File: src/hdl/dspl_ram.sv
// Generic single-port-write, single-read RAM with registered read data.
// No dependencies.
`default_nettype none
module dspl_ram #(
    parameter int WIDTH = 32,
    parameter int DEPTH = 128
) (
    input  wire logic                     aclk,
    input  wire logic                     we,
    input  wire logic [$clog2(DEPTH)-1:0] waddr,
    input  wire logic [WIDTH-1:0]         wdata,
    input  wire logic [$clog2(DEPTH)-1:0] raddr,
    output logic      [WIDTH-1:0]         rdata
);
    logic [WIDTH-1:0] mem [DEPTH];

    always_ff @(posedge aclk) begin
        if (we) begin
            mem[waddr] <= wdata;
        end
        rdata <= mem[raddr];
    end
endmodule
`default_nettype wire

File: config.mk
export PLATFORM = sky130hd
export DESIGN_NAME = dspl_ram
export DESIGN_NICKNAME = d
export VERILOG_FILES = /design/src/hdl/dspl_ram.sv
export SDC_FILE = /design/constraint.sdc
export NUM_CORES = 2
export LEC_CHECK = 0
export BUFFER_PORTS_ARGS = -buffer_cell sky130_fd_sc_hd__buf_2
export CAP_MARGIN = 10
export CORE_UTILIZATION = 30
export DETAILED_ROUTE_END_ITERATION = 16
export PLACE_DENSITY_LB_ADDON = 0.3
export SETUP_SLACK_MARGIN = 0.1
export SLEW_MARGIN = 40
export SYNTH_ARGS = -nofsm -noshare
export SYNTH_HDL_FRONTEND = slang
export SYNTH_SLANG_ARGS = --single-unit
File: constraint.sdc
create_clock -name aclk -period 9.7 [get_ports aclk]
set_clock_uncertainty 0.05 [all_clocks]
set_input_delay 1.94 -clock aclk [delete_from_list [all_inputs] [get_ports aclk]]
set_output_delay 1.94 -clock aclk [all_outputs]
set_load 0.05 [all_outputs]
Yosys cells after proc, flatten, opt, wreduce, memory -nomap -nowiden:

Memory sizes are Yosys's and may differ from the RTL's. A register that Yosys moved wholly into a read port is not among the register bits.
Index checks and enable logic that the tools add are counted.

* memory bits (writable): 4096
* memories: 1
* output and inout bits: 32
* word-level logic and storage cells: 3
* flip-flop bits (word level): 0

Memories
* mem: words 128, bits a word 32, rd ports 1, clocked after memory_dff 1, wr ports 1, RTL line 15 `logic [WIDTH-1:0] mem [DEPTH];`

* muxes and demuxes: 2

Operators with widths (number)
* $mux 1: 2

Logic depth before layout (Yosys ltp):

* word-level depth: 2
* gate-level depth with buffers: 8
* mapped depth without buffers: 4

Worst setup path before layout:

Ideal clock, no wire load.

* path type: input port to flip-flop
* start: input port we
* end: memory mem[98][0] (enable)
* arrival time: 4718 ps
* stages: 3
* buffers on the path: 1
* data required time: 9189 ps
* setup slack: 4471 ps
* cells stage by stage: clkbuf_1 > nand4_1 > nor3_1

* word-level cells in the longest chain between the ends: 2

RTL lines
* start, declared: RTL line 9 `input wire logic we,`
* $mux 1: RTL line 18 `if (we) begin`
* $mux 1 (implied by the code): RTL line 19 `mem[waddr] <= wdata;`
* end, declared: RTL line 15

Every way passes these cells.

==> results.py <==
metrics = {
    "worst_setup_path": {
        "cp.arrival_ps": 6110,
        "cp_common_cell": "mux4_2",
        "crit_fanout": 63,
        "critPathMaxStageDelay_ps": 660,
        "r2r_setup_slack_ps": 6930,
        "critPathCaptureType": "register",
        "crit_slowest_cell": "mux4_2",
        "critical_path_class": "input pin to register",
        "startpoint_type": "input pin",
        "worstReg2RegStart": "mem[5][3]$_DFFE_PP_",
        "rr_worst_depth": 4,
        "crit_start": "raddr[0]",
        "cp_num_buf_inv": 4,
        "path_cells": "buf_12 > buf_16 > buf_12 > buf_4 > mux4_2 > mux4_2 > mux4_2 > mux2_2",
        "r2r-end": "rdata[3]$_DFF_P_",
        "setup.worst_path.end": "rdata[25]$_DFF_P_",
        "required_ps": 10500,
        "crit_cells": 8,
        "path_delay_family": "multiplexers",
    },
    "sta": {
        "fin_tns_setup_ps": 0,
        "slew_headroom_pct": 35.4,
        "setup_viol": 0,
        "min_period_ps": 5310,
        "timing.final.crit_share_pct": 54.8,
        "worst_pin_slew_ps": 970,
        "hold_violations": 0,
        "slew_viol_final": 0,
        "rsz0062_at_grt": "false",
        "fmax_mhz": 188,
    },
    "global_route": {
        "grt_pass1_wl_um": 614000,
        "gr-total-overflow": 0,
        "antenna_found_initial": 72,
        "grt.total_usage_pct": 16.9,
        "grt_pass1_vias": 72600,
        "grt_max_degree": 125,
    },
    "yosys": {
        "yosysSeqAreaShare_pct": 79.1,
        "syn_area_sq_mm": 0.156,
        "synth_area_leaders": "edfxtp_1 (79%), mux4_2 (19%), clkbuf_1 (0.44%), dfxtp_1 (0.41%), nor2_1 (0.29%)",
        "synth_area_leader_cell": "edfxtp_1",
        "yosys_warnings": 0,
        "syn_inst": 5990,
        "yosysUniqueCellTypes": 17,
        "syn_avg_cell_area_sq_um": 26.1,
        "synth-seq-cells": 4128,
        "synth_top_area_share_pct": 78.7,
        "syn-num-nets": 6038,
    },
    "route": {
        "routedWlPerCell_um": 32.7,
        "drtIter0Drc": 9231,
        "vias_per_cell": 5.15,
        "antenna_left": 0,
        "wirelength_um": 450000,
        "vias": 70900,
        "drt-pass1-iter-count": 9,
        "drcViolationCount": 0,
    },
    "final_layout": {
        "n_fill_cell": 47300,
        "final_common_cell": "edfxtp_1",
        "layout_common_cells": "edfxtp_1 (4096), mux4_2 (1344), clkbuf_16 (426)",
        "register_area_sq_mm": 0.124,
        "multi_input_area_sq_mm": 0.0323,
        "nNetsFinal": 6475,
        "stdcell_area_sq_mm": 0.181,
        "layout-drive-gt1-share_pct": 35.7,
        "syn_to_final_growth_pct": 16.0,
    },
    "cts": {
        "cts.repair.resized": 0,
        "cts_sinks": 4128,
        "cts_buffer_depth": 4,
        "cts_htree_levels": 5,
        "cts_root_buf": "clkbuf_16",
        "clk_pin_slew_worst_paths_ps": 60,
        "cts_buffers": 423,
        "postCtsSetupBuffers": 0,
        "ctsHoldBuffers": 0,
        "clock_latency_ps": 1010,
        "cts_tree": "yes",
    },
    "min_path": {
        "hp-class": "register to register",
    },
    "pwr": {
        "power_switching_mw": 8.22,
        "power_density_mw_per_mm2": 207,
        "pwr-share-seq_pct": 52.7,
        "combinationalPowerShare_pct": 5.3,
        "swShare_pct": 21.9,
        "clockPowerShare_pct": 41.9,
        "p_total_mw": 37.5,
        "p_int_mw": 29.3,
        "p_leak_nw": 54.3,
        "ir_worst_vdd_mv": 0.168,
    },
    "die": {
        "coreArea_sq_mm": 0.518,
        "start_util_pct": 30.2,
        "die_w_um": 724,
        "die_area_sq_mm": 0.524,
        "rows": 264,
        "ios": 80,
        "die_h_um": 724,
    },
    "placed_design": {
        "dpl_cell_area_sq_mm": 0.167,
        "portBuffers": 79,
        "gp_congestion": 0.780,
        "dpl.hpwl_um": 242000,
    },
    "flow_run": {
        "max-cap-violations": 0,
    },
    "outcome": {
        "run_status": "finished, final reports clean",
    },
}
routing by layer:
layer	vias to the layer above	share of wire [%]	wire (um)	global-route usage, %
met5	-	0.018	80	0
met4	14	3.0	13500	5.23
met3	638	7.0	31400	2.36
met2	2945	49	222000	28.3
met1	39900	41	183000	22.9
li1	27400	-	-	-
area by class of cell:
cell class	instances	area share, %
diodes	75	0.104
flip-flops and latches	4128	68.2
well taps	6916	4.77
repair buffers	328	1.75
clock buffers	546	6.21
multi-input cells	1546	17.8
clock inverters	233	1.12
cells in the mapped netlist:
cell	count
buf_1	50
buf_2	79
buf_4	3
buf_6	2
clkbuf_1	182
dfxtp_1	32
edfxtp_1	4096
mux2_2	32
mux4_2	1344
nand2_1	14
nand2b_1	2
nand3_1	12
nand4_1	3
nor2_1	122
nor2b_1	7
nor3_1	9
or3_1	1
worst reg2reg max path, stage by stage (launching register included):
cell and delay (ps):
edfxtp_1 390, mux4_2 500, mux4_2 630, mux4_2 730, mux2_2 350
how the worst min path moves through the flow:
stage                           startpoint                end  slack, ps  cells past startpoint
CTS                   mem[62][0]$_DFFE_PP_   rdata[0]$_DFF_P_       1090                      4
floorplan             mem[36][0]$_DFFE_PP_   rdata[0]$_DFF_P_       1020                      4
global route          mem[97][3]$_DFFE_PP_   rdata[3]$_DFF_P_       1110                      4
global placement     mem[96][30]$_DFFE_PP_  rdata[30]$_DFF_P_       1050                      4
detailed placement  mem[102][30]$_DFFE_PP_  rdata[30]$_DFF_P_       1060                      4
finish              mem[102][30]$_DFFE_PP_  rdata[30]$_DFF_P_       1090                      4
power groups by stage:
stage	Sequential [mW]	Clock [mW]	Combinational, mW
global route	19.8	16.6	2.09
CTS	19.8	16.0	2.03
detailed placement	20.2	0	2.03
floorplan	20.2	0	0.950
global placement	20.2	0	1.98
finish	19.8	15.7	2.00
kinds of logic (layout without fill, tap and decap cells):
kind of cell,after synthesis,in the layout,share of synthesized area [%]
buffers and inverters,316,1107,0.839
flip-flops,4128,4128,79.1
other,0,75,0
multiplexers,1376,1376,19.6
AND/OR/NAND/NOR,170,170,0.446
flip-flops by register name, indices dropped and copies added (netlist names):
signal	cells
mem	4096
rdata	32
per-stage QoR:
step                      utilization [%]  instances  setup WS [ps]  hold WS, ps
after detailed placement             32.3      12900           3370         1060
after CTS                            34.9      13700           4390         1090
after floorplan                         -       5990           4470         1020
after global routing                 35.0      13700           4190         1110
after global placement               32.3      12900           3400         1050
final                                35.0      13800           4390         1090
Note: power is estimated with default switching activity, not from simulation.
